### config.mk
export PLATFORM = sky130hd
export DESIGN_NAME = sorted_segment_list_insert_top
export DESIGN_NICKNAME = d
export VERILOG_FILES = /design/src/rtl/core/ssl_pkg.sv /design/src/rtl/core/sorted_segment_list_insert_top.sv /design/src/rtl/core/ssl_ram.sv /design/src/rtl/core/ssl_alu.sv
export SDC_FILE = /design/constraint.sdc
export NUM_CORES = 1
export LEC_CHECK = 0
export BUFFER_PORTS_ARGS = -buffer_cell sky130_fd_sc_hd__buf_4
export CORE_ASPECT_RATIO = 1.25
export CORE_UTILIZATION = 60
export CTS_BUF_LIST = sky130_fd_sc_hd__clkbuf_4
export CTS_CLUSTER_DIAMETER = 30
export CTS_CLUSTER_SIZE = 40
export DETAILED_ROUTE_END_ITERATION = 16
export GPL_ROUTABILITY_DRIVEN = 0
export PLACE_DENSITY = 0.77
export SLEW_MARGIN = 20
export SYNTH_ARGS = -nofsm -noshare
export SYNTH_HDL_FRONTEND = slang
export SYNTH_SLANG_ARGS = --single-unit
### constraint.sdc
create_clock -name aclk -period 25.5 [get_ports aclk]
set_input_delay 2.55 -clock aclk [delete_from_list [all_inputs] [get_ports aclk]]
set_output_delay 2.55 -clock aclk [all_outputs]
set_load 0.1 [all_outputs]
### src/rtl/core/ssl_pkg.sv
`timescale 1ns / 1ps

package ssl_pkg;

    localparam int OFF_W   = 16;
    localparam int LEN_W   = 17;
    localparam int TOTAL_W = 24;
    localparam int ERA_W   = 8;
    localparam int ENTRY_W = OFF_W + LEN_W;

    typedef enum logic [7:0] {
        ST_IDLE     = 8'b00000001,
        ST_SCAN_RD  = 8'b00000010,
        ST_SCAN_EV  = 8'b00000100,
        ST_INS      = 8'b00001000,
        ST_SHIFT_RD = 8'b00010000,
        ST_SHIFT_WR = 8'b00100000,
        ST_PUT      = 8'b01000000,
        ST_DONE     = 8'b10000000
    } state_t;

    typedef enum logic [2:0] {
        OUT_SAME   = 3'd0,
        OUT_BEFORE = 3'd1,
        OUT_APPEND = 3'd2,
        OUT_MERGE  = 3'd3,
        OUT_IGNORE = 3'd4
    } outcome_t;

    typedef struct packed {
        logic               same;
        logic               right_of;
        logic               left;
        logic [OFF_W-1:0]   noff;
        logic [LEN_W-1:0]   nlen;
        logic [TOTAL_W-1:0] total;
        logic               ovf;
    } alu_res_t;

endpackage

### src/rtl/core/sorted_segment_list_insert_top.sv
`timescale 1ns / 1ps
// Scanned and shifted entries together never exceed N + 1, N being the segments held; each
// entry is read through the single read port of the segment RAM. One request is taken at
// a time: s_ready is high only while idle. Reset (aresetn, synchronous, active low) clears
// count, total and era; the RAM is not cleared.

module sorted_segment_list_insert_top #(
    parameter int MAX_SEGMENTS = 16
) (
    input  logic        aclk,
    input  logic        aresetn,
    input  logic        s_valid,
    output logic        s_ready,
    input  logic [15:0] s_seg_offset,
    input  logic [15:0] s_seg_length,
    input  logic [7:0]  s_era,
    output logic        m_valid,
    input  logic        m_ready,
    output logic [2:0]  m_outcome,
    output logic [4:0]  m_seg_count,
    output logic [23:0] m_total_length,
    output logic        m_overflow
);

    localparam int AW = (MAX_SEGMENTS > 1) ? $clog2(MAX_SEGMENTS) : 1;
    localparam int CW = $clog2(MAX_SEGMENTS + 1);

    ssl_pkg::state_t   state_reg, state_next;
    ssl_pkg::outcome_t outcome_reg, outcome_next;
    logic [CW-1:0]     count_reg, count_next;
    logic [CW-1:0]     pos_reg, pos_next;
    logic [CW-1:0]     k_reg, k_next;
    logic [CW-1:0]     k_prev;
    logic [23:0]       total_reg, total_next;
    logic [7:0]        era_reg, era_next;
    logic              era_seen_reg, era_seen_next;
    logic [15:0]       off_reg, off_next;
    logic [15:0]       len_reg, len_next;
    logic              ovf_reg, ovf_next;
    logic              m_valid_reg, m_valid_next;
    logic [2:0]        m_outcome_reg, m_outcome_next;
    logic [4:0]        m_count_reg, m_count_next;
    logic [23:0]       m_total_reg, m_total_next;
    logic              m_ovf_reg, m_ovf_next;
    logic [31:0]       count_wide;

    logic                         ram_we;
    logic [AW-1:0]                ram_waddr;
    logic [AW-1:0]                ram_raddr;
    logic [ssl_pkg::ENTRY_W-1:0]  ram_wdata;
    logic [ssl_pkg::ENTRY_W-1:0]  ram_rdata;
    ssl_pkg::alu_res_t            alu_res;

    ssl_ram #(
        .WIDTH (ssl_pkg::ENTRY_W),
        .DEPTH (MAX_SEGMENTS),
        .ADDR_W(AW)
    ) u_ram (
        .aclk (aclk),
        .we   (ram_we),
        .waddr(ram_waddr),
        .wdata(ram_wdata),
        .raddr(ram_raddr),
        .rdata(ram_rdata)
    );

    ssl_alu u_alu (
        .merge_sel(state_reg == ssl_pkg::ST_SCAN_EV),
        .off      (off_reg),
        .len      (len_reg),
        .so       (ram_rdata[ssl_pkg::ENTRY_W-1:ssl_pkg::LEN_W]),
        .sl       (ram_rdata[ssl_pkg::LEN_W-1:0]),
        .total    (total_reg),
        .res      (alu_res)
    );

    assign k_prev     = k_reg - 1'b1;
    assign count_wide = 32'(count_reg);

    always_comb begin
        state_next     = state_reg;
        outcome_next   = outcome_reg;
        count_next     = count_reg;
        pos_next       = pos_reg;
        k_next         = k_reg;
        total_next     = total_reg;
        era_next       = era_reg;
        era_seen_next  = era_seen_reg;
        off_next       = off_reg;
        len_next       = len_reg;
        ovf_next       = ovf_reg;
        m_valid_next   = m_valid_reg;
        m_outcome_next = m_outcome_reg;
        m_count_next   = m_count_reg;
        m_total_next   = m_total_reg;
        m_ovf_next     = m_ovf_reg;
        ram_we         = 1'b0;
        ram_waddr      = pos_reg[AW-1:0];
        ram_raddr      = pos_reg[AW-1:0];
        ram_wdata      = {alu_res.noff, alu_res.nlen};

        if (m_valid_reg && m_ready) begin
            m_valid_next = 1'b0;
        end

        unique case (state_reg)
            ssl_pkg::ST_IDLE: begin
                if (s_valid) begin
                    off_next = s_seg_offset;
                    len_next = s_seg_length;
                    // A new era, or the first request after reset, starts from an empty list.
                    if (!era_seen_reg || s_era != era_reg) begin
                        count_next = '0;
                        total_next = '0;
                    end
                    era_seen_next = 1'b1;
                    era_next      = s_era;
                    pos_next      = '0;
                    state_next    = ssl_pkg::ST_SCAN_RD;
                end
            end
            ssl_pkg::ST_SCAN_RD: begin
                if (pos_reg == count_reg) begin
                    state_next = ssl_pkg::ST_INS;
                end else begin
                    state_next = ssl_pkg::ST_SCAN_EV;
                end
            end
            ssl_pkg::ST_SCAN_EV: begin
                if (alu_res.same) begin
                    outcome_next = ssl_pkg::OUT_SAME;
                    ovf_next     = 1'b0;
                    state_next   = ssl_pkg::ST_DONE;
                end else if (alu_res.right_of) begin
                    state_next = ssl_pkg::ST_INS;
                end else if (alu_res.left) begin
                    pos_next   = pos_reg + 1'b1;
                    state_next = ssl_pkg::ST_SCAN_RD;
                end else begin
                    ram_we       = 1'b1;
                    total_next   = alu_res.total;
                    ovf_next     = alu_res.ovf;
                    outcome_next = ssl_pkg::OUT_MERGE;
                    state_next   = ssl_pkg::ST_DONE;
                end
            end
            ssl_pkg::ST_INS: begin
                if (len_reg == '0) begin
                    outcome_next = ssl_pkg::OUT_IGNORE;
                    ovf_next     = 1'b0;
                    state_next   = ssl_pkg::ST_DONE;
                end else if (count_reg == CW'(MAX_SEGMENTS)) begin
                    outcome_next = ssl_pkg::OUT_IGNORE;
                    ovf_next     = 1'b1;
                    state_next   = ssl_pkg::ST_DONE;
                end else begin
                    k_next     = count_reg;
                    state_next = ssl_pkg::ST_SHIFT_RD;
                end
            end
            ssl_pkg::ST_SHIFT_RD: begin
                ram_raddr = k_prev[AW-1:0];
                if (k_reg == pos_reg) begin
                    state_next = ssl_pkg::ST_PUT;
                end else begin
                    state_next = ssl_pkg::ST_SHIFT_WR;
                end
            end
            ssl_pkg::ST_SHIFT_WR: begin
                ram_we     = 1'b1;
                ram_waddr  = k_reg[AW-1:0];
                ram_wdata  = ram_rdata;
                k_next     = k_prev;
                state_next = ssl_pkg::ST_SHIFT_RD;
            end
            ssl_pkg::ST_PUT: begin
                ram_we     = 1'b1;
                ram_wdata  = {off_reg, 1'b0, len_reg};
                if (pos_reg == count_reg) begin
                    outcome_next = ssl_pkg::OUT_APPEND;
                end else begin
                    outcome_next = ssl_pkg::OUT_BEFORE;
                end
                count_next = count_reg + 1'b1;
                total_next = alu_res.total;
                ovf_next   = alu_res.ovf;
                state_next = ssl_pkg::ST_DONE;
            end
            ssl_pkg::ST_DONE: begin
                if (!m_valid_reg || m_ready) begin
                    m_valid_next   = 1'b1;
                    m_outcome_next = outcome_reg;
                    m_count_next   = count_wide[4:0];
                    m_total_next   = total_reg;
                    m_ovf_next     = ovf_reg;
                    state_next     = ssl_pkg::ST_IDLE;
                end
            end
            default: begin
                state_next = ssl_pkg::ST_IDLE;
            end
        endcase
    end

    always_ff @(posedge aclk) begin
        if (!aresetn) begin
            state_reg    <= ssl_pkg::ST_IDLE;
            count_reg    <= '0;
            total_reg    <= '0;
            era_reg      <= '0;
            era_seen_reg <= 1'b0;
            m_valid_reg  <= 1'b0;
        end else begin
            state_reg    <= state_next;
            count_reg    <= count_next;
            total_reg    <= total_next;
            era_reg      <= era_next;
            era_seen_reg <= era_seen_next;
            m_valid_reg  <= m_valid_next;
        end
    end

    always_ff @(posedge aclk) begin
        outcome_reg   <= outcome_next;
        pos_reg       <= pos_next;
        k_reg         <= k_next;
        off_reg       <= off_next;
        len_reg       <= len_next;
        ovf_reg       <= ovf_next;
        m_outcome_reg <= m_outcome_next;
        m_count_reg   <= m_count_next;
        m_total_reg   <= m_total_next;
        m_ovf_reg     <= m_ovf_next;
    end

    assign s_ready        = (state_reg == ssl_pkg::ST_IDLE);
    assign m_valid        = m_valid_reg;
    assign m_outcome      = m_outcome_reg;
    assign m_seg_count    = m_count_reg;
    assign m_total_length = m_total_reg;
    assign m_overflow     = m_ovf_reg;

endmodule

### src/rtl/core/ssl_ram.sv
`timescale 1ns / 1ps

module ssl_ram #(
    parameter int WIDTH  = 33,
    parameter int DEPTH  = 16,
    parameter int ADDR_W = (DEPTH > 1) ? $clog2(DEPTH) : 1
) (
    input  logic              aclk,
    input  logic              we,
    input  logic [ADDR_W-1:0] waddr,
    input  logic [WIDTH-1:0]  wdata,
    input  logic [ADDR_W-1:0] raddr,
    output logic [WIDTH-1:0]  rdata
);

    logic [WIDTH-1:0] mem [DEPTH];
    logic [WIDTH-1:0] rdata_reg;

    always_ff @(posedge aclk) begin
        if (we) begin
            mem[waddr] <= wdata;
        end
        rdata_reg <= mem[raddr];
    end

    assign rdata = rdata_reg;

endmodule

### src/rtl/core/ssl_alu.sv
`timescale 1ns / 1ps

module ssl_alu (
    input  logic                          merge_sel,
    input  logic [ssl_pkg::OFF_W-1:0]     off,
    input  logic [15:0]                   len,
    input  logic [ssl_pkg::OFF_W-1:0]     so,
    input  logic [ssl_pkg::LEN_W-1:0]     sl,
    input  logic [ssl_pkg::TOTAL_W-1:0]   total,
    output ssl_pkg::alu_res_t             res
);

    logic [16:0] seg_end;
    logic [17:0] st_end;
    logic [17:0] new_end;
    logic [15:0] new_off;
    logic [17:0] span;
    logic [25:0] delta;
    logic [25:0] sum;

    always_comb begin
        seg_end = {1'b0, off} + {1'b0, len};
        st_end  = {2'b00, so} + {1'b0, sl};
        new_off = (off < so) ? off : so;
        new_end = ({1'b0, seg_end} > st_end) ? {1'b0, seg_end} : st_end;
        span    = new_end - {2'b00, new_off};

        // The length change may be negative when the union span wraps past 17 bits.
        if (merge_sel) begin
            delta = {9'd0, span[16:0]} - {9'd0, sl};
        end else begin
            delta = {10'd0, len};
        end
        sum = {2'b00, total} + delta;

        res.same     = (off == so) && ({1'b0, len} == sl);
        res.right_of = seg_end < {1'b0, so};
        res.left     = {2'b00, off} > st_end;
        res.noff     = new_off;
        res.nlen     = span[16:0];
        res.ovf      = sum[25] || sum[24];
        res.total    = res.ovf ? {ssl_pkg::TOTAL_W{1'b1}} : sum[23:0];
    end

endmodule

After elaboration in Yosys (flattened, before gate mapping)
Memories as Yosys holds them, arrays and structs flattened. A register that Yosys moved wholly into a read port is not among the register bits. Index checks and enable logic that the tools add are counted.

Bits in registers: 126. Memory bits (writable): 528. Input bits: 44. Output and inout port bits: 35. Logic and storage cells: 133. Memories: 1.

Memories: u_ram.mem (depth 16, bits a word 33, read ports 1, clocked after Yosys merged registers in 1, wr ports 1, RTL line ssl_ram.sv:16) `logic [WIDTH-1:0] mem [DEPTH];`.

Add/subtract/negate cells: 8. Order comparisons: 4. Equality and inequality tests: 26. Multiplexer cells: 56. Reductions and logical operators: 22.

Operators with widths (number): $mux 24 (6); $pmux 24 s3 (1); $pmux 33 s2 (1); $pmux 8 s8 (1); $mux 8 (7); $mux 5 (8); $pmux 5 s2 (3); $add 24x26->26 (1); $mux 26 (1); $add 16x17->18 (1); $gt 16x18->1 (1); $gt 17x18->1 (1); $sub 17x17->18 (1); $add 16x16->17 (1); $eq 16x17->1 (1); $lt 17x16->1 (1); $mux 17 (1); $sub 17x16->17 (1); $eq 16x16->1 (1); $logic_not 16->1 (1); $lt 16x16->1 (1); $mux 16 (1); $ne 2x2->1 const B (8); $mux 3 (5); 33 further kinds (61).

Longest topological paths before layout
Gate-level depths: netlist of the first run.

Depth in word-level cells: 13. Gate-level depth with buffers: 49.

By module
From an unflattened synthesis of the first run, not the netlist that was laid out.

Cell total of the unflattened synthesis: 2233. Area, all modules: 32835.2 sq um.

By module, submodules not included: ssl_ram (times used 1, cells an instance 864, area an instance 20629.8 sq um); ssl_alu (times used 1, cells an instance 865, area an instance 6605.1 sq um); sorted_segment_list_insert_top (times used 1, cells an instance 504, area an instance 5600.4 sq um).

Worst setup path before layout of the first run
Ideal clock, no wire load.

Path kind: reg2reg. Start point: register u_ram.rdata_reg[17] (netlist: u_ram.rdata[17]) (read register of u_ram.mem). End point: register ovf_reg (data pin). Setup time: 0.254 ns. Arrival time: 9.110 ns. Setup slack: 16.137 ns. Stages on the path, launching flop included: 46. Buffers on the path: 3. Cells stage by stage: dfxtp_1 -> ha_1 -> inv_1 -> fa_1 -> nor2b_4 -> o31a_1 -> o21a_1 -> a21oi_1 -> xnor2_1 -> ha_1 -> a21oi_1 -> o21ai_0 -> a2111oi_0 -> o21ai_0 -> a21o_1 -> a221oi_1 -> o32a_1 -> nor2_4 -> [... 10 more ...] -> a41oi_1 -> xnor2_1 -> ha_1 -> nand3_1 -> a311oi_1 -> o31a_1 -> o21ai_0 -> and2_1 -> ha_1 -> and3_1 -> a211oi_1 -> o21a_1 -> nor2_1 -> or4b_1 -> clkbuf_1 -> clkbuf_1 -> nand3_1 -> nand2_1.

Cells in the longest elaborated chain, start to end: 12.

RTL lines: start: declaration (RTL line ssl_ram.sv:17) `logic [WIDTH-1:0] rdata_reg;`; $add 16x17->18 (RTL line ssl_alu.sv:23) `st_end = {2'b00, so} + {1'b0, sl};`; $gt 17x18->1 (RTL line ssl_alu.sv:25) `new_end = ({1'b0, seg_end} > st_end) ? {1'b0, seg_end} : st_end;`; $mux 17 (RTL line ssl_alu.sv:25); $sub 17x16->17 (RTL line ssl_alu.sv:26) `span = new_end - {2'b00, new_off};`; $sub 17x17->18 (RTL line ssl_alu.sv:30) `delta = {9'd0, span[16:0]} - {9'd0, sl};`; $mux 26 (RTL line ssl_alu.sv:29) `if (merge_sel) begin`; $add 24x26->26 (RTL line ssl_alu.sv:34) `sum = {2'b00, total} + delta;`; $logic_or 1x1->1 (RTL line ssl_alu.sv:41) `res.ovf = sum[25] || sum[24];`; $mux 1 (RTL line sorted_segment_list_insert_top.sv:136) `end else if (alu_res.left) begin`; $mux 1 (RTL line sorted_segment_list_insert_top.sv:134) `end else if (alu_res.right_of) begin`; $mux 1 (RTL line sorted_segment_list_insert_top.sv:130) `if (alu_res.same) begin`; $pmux 1 s3 * (RTL line sorted_segment_list_insert_top.sv:106) `unique case (state_reg)`; named net ovf_next (RTL line sorted_segment_list_insert_top.sv:39) `logic ovf_reg, ovf_next;`; end signal: assignment (RTL line sorted_segment_list_insert_top.sv:229) `ovf_reg <= ovf_next;`; end: declaration (RTL line sorted_segment_list_insert_top.sv:39).

The timed path passes the listed nets; every way through them passes the cells marked *. The select of a mux whose other input is x is not followed. A chain may end at the register's enable or synchronous reset.

Final worst setup path of the first run
Start point: register u_ram.rdata_reg[17] (netlist: u_ram.rdata[17]) (read register of u_ram.mem). End point: register total_reg[22].

Cells in the longest elaborated chain, start to end: 13.

RTL lines: $add 16x17->18 (RTL line ssl_alu.sv:23); $gt 17x18->1 (RTL line ssl_alu.sv:25); $mux 17 (RTL line ssl_alu.sv:25); $sub 17x16->17 (RTL line ssl_alu.sv:26); $sub 17x17->18 (RTL line ssl_alu.sv:30); $mux 26 (RTL line ssl_alu.sv:29); $add 24x26->26 (RTL line ssl_alu.sv:34); $logic_or 1x1->1 (RTL line ssl_alu.sv:41); $mux 24 (RTL line ssl_alu.sv:42) `res.total = res.ovf ? {ssl_pkg::TOTAL_W{1'b1}} : sum[23:0];`; $mux 24 (RTL line sorted_segment_list_insert_top.sv:136); $mux 24 (RTL line sorted_segment_list_insert_top.sv:134); $mux 24 (RTL line sorted_segment_list_insert_top.sv:130); $pmux 24 s3 (RTL line sorted_segment_list_insert_top.sv:106); end signal: assignment (RTL line sorted_segment_list_insert_top.sv:216) `total_reg <= total_next;`; end: declaration (RTL line sorted_segment_list_insert_top.sv:34) `logic [23:0] total_reg, total_next;`.

Several ways; a longest one is shown, not always the timed one. The select of a mux whose other input is x is not followed.

==> results of run 1 <==
-- cells by family after synthesis --
| kind of cell | Yosys count | synth area share, % |
|---|---|---|
| buffers and inverters | 161 | 2.02 |
| and+or+nand+nor | 478 | 7.34 |
| xor gates and xnor gates | 108 | 2.88 |
| DFF | 687 | 60.3 |
| AOI/OAI and AO/OA | 521 | 10.7 |
| muxes | 179 | 10.5 |
| adders and majority gates | 160 | 6.20 |
-- critical path: cells and delay by family (launching register included) --
family                     cells  cell delay (ns)
AOI/OAI and AO/OA             22             5.22
xor gates and xnor gates       2             0.45
adders and majority gates      7             2.25
buffers and inverters          1             0.08
DFF                            1             0.45
muxes                          1             0.23
and+or+nand+nor                9             2.43
-- metal layers --
layer	GRT usage (%)	share of wire, %	routed length (um)	vias to the layer above
met4	14.8	4.5	3560	0
met2	48.2	49	39300	1014
met1	36.9	38	30400	10389
met5	0	0	0	-
li1	-	-	-	9338
met3	5.27	8.2	6530	222
-- how the worst min path moves through the flow --
stage / cells past startpoint / endpoint / start / slack, ns
2_1_floorplan: 0 / m_outcome[0] / outcome_reg[0] / 0.40
3_3_place_gp: 0 / m_outcome[2] / outcome_reg[2] / 0.40
3_5_place_dp: 0 / m_outcome[1] / outcome_reg[1] / 0.41
4_1_cts: 0 / m_outcome[1] / outcome_reg[1] / 0.43
5_1_grt: 0 / m_outcome[2] / outcome_reg[2] / 0.43
6_report: 0 / m_outcome[2] / outcome_reg[2] / 0.43
-- through the flow --
| step | setup slack [ns] | hold WS (ns) | power (uW) |
|---|---|---|---|
| global route | 13.22 | 0.432 | 4230 |
| CTS | 14.35 | 0.427 | 4000 |
| global placement | 14.85 | 0.403 | 3130 |
| detailed placement | 14.41 | 0.406 | 3190 |
| floorplan | 16.14 | 0.400 | 2780 |
| finish | 14.21 | 0.426 | 4020 |
-- power groups by stage --
stage          logic (uW)  registers (uW)  clock network, uW
6_report             1560            1650                810
5_1_grt              1710            1660                867
4_1_cts              1520            1650                824
3_5_place_dp         1510            1680                  0
2_1_floorplan        1120            1660                  0
3_3_place_gp         1450            1680                  0
-- cell usage in the layout, fill, tap and decap left out, types with 64 or more instances in the layout --
master	instances
a21oi_1	149
buf_4	117
clkbuf_4	118
dfxtp_1	80
edfxtp_1	607
ha_1	154
inv_1	69
mux4_2	132
nand2_1	157
nor2_1	77
o21ai_0	79
xnor2_1	64
-- area by class of cell --
class	instances	area, um2	share of cell area [%]
well taps	727	910	2.51
multi-input cells	1446	12600	34.7
diodes	1	2.50	0.00690
repair buffers	129	980	2.70
inverters	69	259	0.714
clock inverters	81	892	2.46
flip-flops and latches	687	19800	54.7
clock buffers	110	826	2.28
==> out/results.ini, run 1 <==
[outcome]
status=complete, no violations

[sta]
finalSetupTns_ns=0
max_slew_margin_pct=28.4
finalHoldViolCount=0
period_needed_ns=11.29
max_clock_freq_mhz=88.6
clock_skew_ns=0.0697
period_share_pct=44.3
setup_viol=0
final_max_slew_viol_count=0
tightest_slew_ns=1.07
rsz0062_at_grt=false

[cells_and_area]
largest_reg_flops=528
instances_no_fill=3250
fin_util_pct=67.2
design_area_um2=36300
syn_to_final_growth_pct=10.3
fill_cells=3771
fin_nets=2637
drive_above_1_share_pct=20.1

[placement]
hpwlAfterDp_um=50100
portBuffers=78
placed_cells=3047
placed_area_um2=34500

[hold_path]
hp-class=register to register

[synth]
synth_cell_types=83
synth_ff_type=edfxtp_1
synth_area_leader_cell=edfxtp_1
yosysMostFrequentCell=edfxtp_1
synth-edff-count=607
avgSynthCellArea_um2=14.3
ys_seq_area_share_pct=60.3
synth_seq_cells=687
syn_inst=2294
ys_top_cells_by_area=edfxtp_1 (55%), mux4_2 (9.0%), ha_1 (5.9%), dfxtp_1 (4.9%), a21oi_1 (2.3%)
synth_top_area_share_pct=55.5
synth_nets=2497
ys_async_sr_fraction_pct=0
syn_area_um2=32900
yosysWarnings=0
synth_commonest_cells=edfxtp_1 (607), nand2_1 (157), ha_1 (154)

[cts]
cts_num_sinks=687
cts-hold-fix-buffers=0
cts_buffers=101
cts_resized=0
cts-root-buf=clkbuf_4
postCtsSetupBuffers=0
worst_skew_pair.late_latency_ns=0.93
htreeDepth=3
cts_tree=done
clk_pin_slew_ns=0.09
clock_path_buffers=3

[grt]
antenna_found_initial=1
grt_pass1_wl_um=121000
grt-ovfl-total=0
grt_pass1_vias=21214
grt_use_total_pct=29.1
grt_start_max_net_pins=133

[detailed_routing]
wirelength_um=79700
detail-route-antenna-nets=0
dr.pass1.iters=5
first_iter_violations=2017
drt-vias-per-instance=6.45
wl_per_cell_um=24.5
drc=0
vias=20963

[worst_setup_path]
required_ns=26.25
critPathKind=register to register
rr_worst_depth=42
worstPathArrival_ns=12.04
crit_path_start_kind=register
slowest_delay_ns=0.90
reg2reg_to=total_reg[22]
startpoint=u_ram.rdata[17]
slowest_stage=or4b_1
worst-path-max-fanout=28
cp-end-kind=register
r2r-start=u_ram.rdata[17]
cp-endpoint=total_reg[22]
regToRegSetupSlack_ns=14.21

[die]
rows=95
core-area_um2=54000
die_w_um=211
start_util_pct=60.9
fp.dieArea_um2=55700
die_y_um=264
io_pins=79

[power]
peakVddDrop_v=0.0000833
p_sw_uw=1480
powerDensity_nw_per_um2=111
switching_share_pct=36.9
leakage_uw=0.0130
pwr-share-clk_pct=20.1
pwr-share-comb_pct=38.7
seqPwrFrac_pct=41.1
p_int_uw=2540

[job]
maxCapViolations=0

Power figures use the tool's default switching activity.
==> inputs of run 2 (changes only) <==
==> constraint.sdc (replaced) <==
create_clock -name aclk -period 11.7 [get_ports aclk]
set_input_delay 1.17 -clock aclk [delete_from_list [all_inputs] [get_ports aclk]]
set_output_delay 1.17 -clock aclk [all_outputs]
set_load 0.1 [all_outputs]
==> run 2 against run 1 <==
- maximum frequency is 3.6% higher
- final area is 0.11% lower
- cell count hardly changed
- first-iteration DRC count is 1.3% lower
- total power is 120% higher
- worst setup slack worse by 13 ns
- clock skew is 0.023 ns lower
- register-to-register slack worse by 13 ns
- largest power group unchanged
==> out/results.ini, run 2 (synthesized netlist as in run 1, its figures left out) <==
[detailed_routing]
first_iter_violations=1991  ; was 2017
detail-route-antenna-nets=0  ; unchanged
drt-vias-per-instance=6.48  ; was 6.45
wirelength_um=79300  ; was 79700 um
wl_per_cell_um=24.4  ; was 24.5 um
dr.pass1.iters=6  ; was 5
drc=0  ; unchanged
vias=21049  ; was 20963

[cts]
cts_tree=done  ; unchanged
cts_num_sinks=687  ; unchanged
clk_pin_slew_ns=0.11  ; was 0.09 ns
clock_path_buffers=3  ; unchanged
cts-root-buf=clkbuf_4  ; unchanged
cts_buffers=102  ; was 101
worst_skew_pair.late_latency_ns=0.93  ; about the same
htreeDepth=3  ; unchanged

[cells_and_area]
fin_nets=2636  ; was 2637
most-common-layout-cells=edfxtp_1 (607), nand2_1 (157), ha_1 (154), a21oi_1 (149), mux4_2 (132)  ; unchanged
largest_reg_flops=528  ; unchanged
fill_cells=3786  ; was 3771
final_common_cell=edfxtp_1  ; unchanged
drive_above_1_share_pct=20.0  ; was 20.1%
instances_no_fill=3248  ; was 3250
syn_to_final_growth_pct=10.2  ; was 10.3%

[placement]
post-place-ws_ns=0.772  ; was 14.41 ns
hpwlAfterDp_um=49500  ; was 50100 um
portBuffers=78  ; unchanged
placed_cells=3047  ; unchanged

[power]
pwr-share-clk_pct=19.7  ; was 20.1%
p_sw_uw=3200  ; was 1480 uW
switching_share_pct=36.8  ; was 36.9%
leakage_uw=0.0130  ; about the same
powerDensity_nw_per_um2=240  ; was 111 nW/um2
peakVddDrop_v=0.000217  ; was 0.0000833 V
p_int_uw=5500  ; was 2540 uW
seqPwrFrac_pct=41.5  ; was 41.1%
pwr-share-comb_pct=38.8  ; was 38.7%

[worst_setup_path]
crit_top_cell=o21ai_0
worstPathArrival_ns=11.68  ; was 12.04 ns
rr_worst_depth=44  ; was 42
slowest_stage=or4_1  ; was or4b_1
critPathKind=register to register  ; unchanged
regToRegSetupSlack_ns=0.80  ; was 14.21 ns
required_ns=12.48  ; was 26.25 ns
crit_path_start_kind=register  ; unchanged
worst-path-max-fanout=25  ; was 28
reg2reg_to=total_reg[22]  ; unchanged
r2r-start=u_ram.rdata[17]  ; unchanged
slowest_delay_ns=0.46  ; was 0.90 ns
cp-end-kind=register  ; unchanged

[sta]
tightest_slew_ns=1.07  ; about the same
setup_viol=0  ; unchanged
clock_skew_ns=0.0462  ; was 0.0697 ns
rsz0062_at_grt=false  ; unchanged
finalHoldViolCount=0  ; unchanged
max_slew_margin_pct=28.6  ; was 28.4%
period_share_pct=93.2  ; was 44.3%
final_max_slew_viol_count=0  ; unchanged
worst_slack_ns=0.797  ; was 14.21 ns
finalSetupTns_ns=0  ; unchanged
max_clock_freq_mhz=91.7  ; was 88.6 MHz
period_needed_ns=10.90  ; was 11.29 ns

[die]
die_w_um=211  ; unchanged
start_util_pct=60.9  ; unchanged
die_y_um=264  ; unchanged
io_pins=79  ; unchanged
core-area_um2=54000  ; unchanged
fp.dieArea_um2=55700  ; unchanged
rows=95  ; unchanged

[grt]
grt_pass1_wl_um=120000  ; was 121000 um
antenna_found_initial=2  ; was 1
grt_start_max_net_pins=133  ; unchanged
grt-ovfl-total=0  ; unchanged
grt_use_total_pct=28.9  ; was 29.1%
grt_pass1_vias=20985  ; was 21214

[outcome]
status=complete, no violations  ; unchanged

[hold_path]
min-delay-start=s_seg_offset[4]  ; was outcome_reg[2]
hp-class=input pin to register  ; was register to register
min_to=off_reg[4]  ; was m_outcome[2]
holdPathStages=1  ; was 0

[job]
maxCapViolations=0  ; unchanged

## run 2: cell count changes in the layout (fill, tap and decap cells not counted), sizes merged
cell,change
diode,+2
buf,-1
clkinv,+11
nor2,+1
clkinvlp,-12
bufinv,-2
inv,-1
## run 2: metrics by stage
step | cell area [um2] | utilization [%] | hold slack (ns) | total power [uW]
2_1_floorplan | 32900 | - | 0.400 | 6060
3_3_place_gp | 34500 | 63.9 | 0.402 | 6820
3_5_place_dp | 34500 | 63.9 | 0.405 | 6940
4_1_cts | 36100 | 67.0 | 0.333 | 8650
5_1_grt | 36200 | 67.1 | 0.373 | 9160
6_report | 36200 | 67.1 | 0.421 | 8700
## run 2: layout make-up
cell class              instances  area (um2)  area share, %
repair buffers                126         968           2.67
clock buffers                 112         841           2.32
clock inverters                77         835           2.30
diodes                          3        7.51         0.0207
inverters                      69         259          0.715
well taps                     727         910           2.51
multi-input cells            1447       12600           34.7
flip-flops and latches        687       19800           54.7
## run 2: repair_timing
| action | in CTS | in global routing |
|---|---|---|
| hold buffers | 0 | 0 |
| setup endpoints to repair | 0 | 25 |
| buffers inserted | 0 | 0 |
| gates resized for setup | 0 | 1 |
## run 2: how the worst max path moves through the flow
stage / startpoint / end / slack (ns) / depth (start not counted)
6_report: u_ram.rdata[17] / total_reg[22] / 0.80 / 44
5_1_grt: u_ram.rdata[17] / total_reg[22] / 0.01 / 43
4_1_cts: u_ram.rdata[17] / total_reg[22] / 0.65 / 42
3_5_place_dp: u_ram.rdata[17] / total_reg[22] / 0.77 / 42
3_3_place_gp: off_reg[1] / total_reg[22] / 1.05 / 41
2_1_floorplan: u_ram.rdata[17] / ovf_reg / 2.34 / 45
## run 2: routing by layer
layer	vias to the layer above	routed length [um]	track usage, %
met5	-	0	0
met4	0	3780	15.1
met3	223	6290	4.80
met2	1061	38900	47.7
met1	10415	30300	36.9
li1	9350	-	-
## run 2: critical path, delay by kind of cell (launching register included)
family	cells	cell delay [ns]
DFF	1	0.44
xor gates and xnor gates	2	0.44
AOI/OAI and AO/OA	26	5.91
adders and majority gates	6	2.13
buffers and inverters	2	0.31
and+or+nand+nor	8	1.52
## run 2: power by group through the flow
stage	Clock, uW	Sequential [uW]	Combinational (uW)
2_1_floorplan	0	3620	2440
5_1_grt	1840	3610	3710
4_1_cts	1750	3610	3290
3_5_place_dp	0	3660	3280
3_3_place_gp	0	3660	3160
6_report	1720	3610	3380
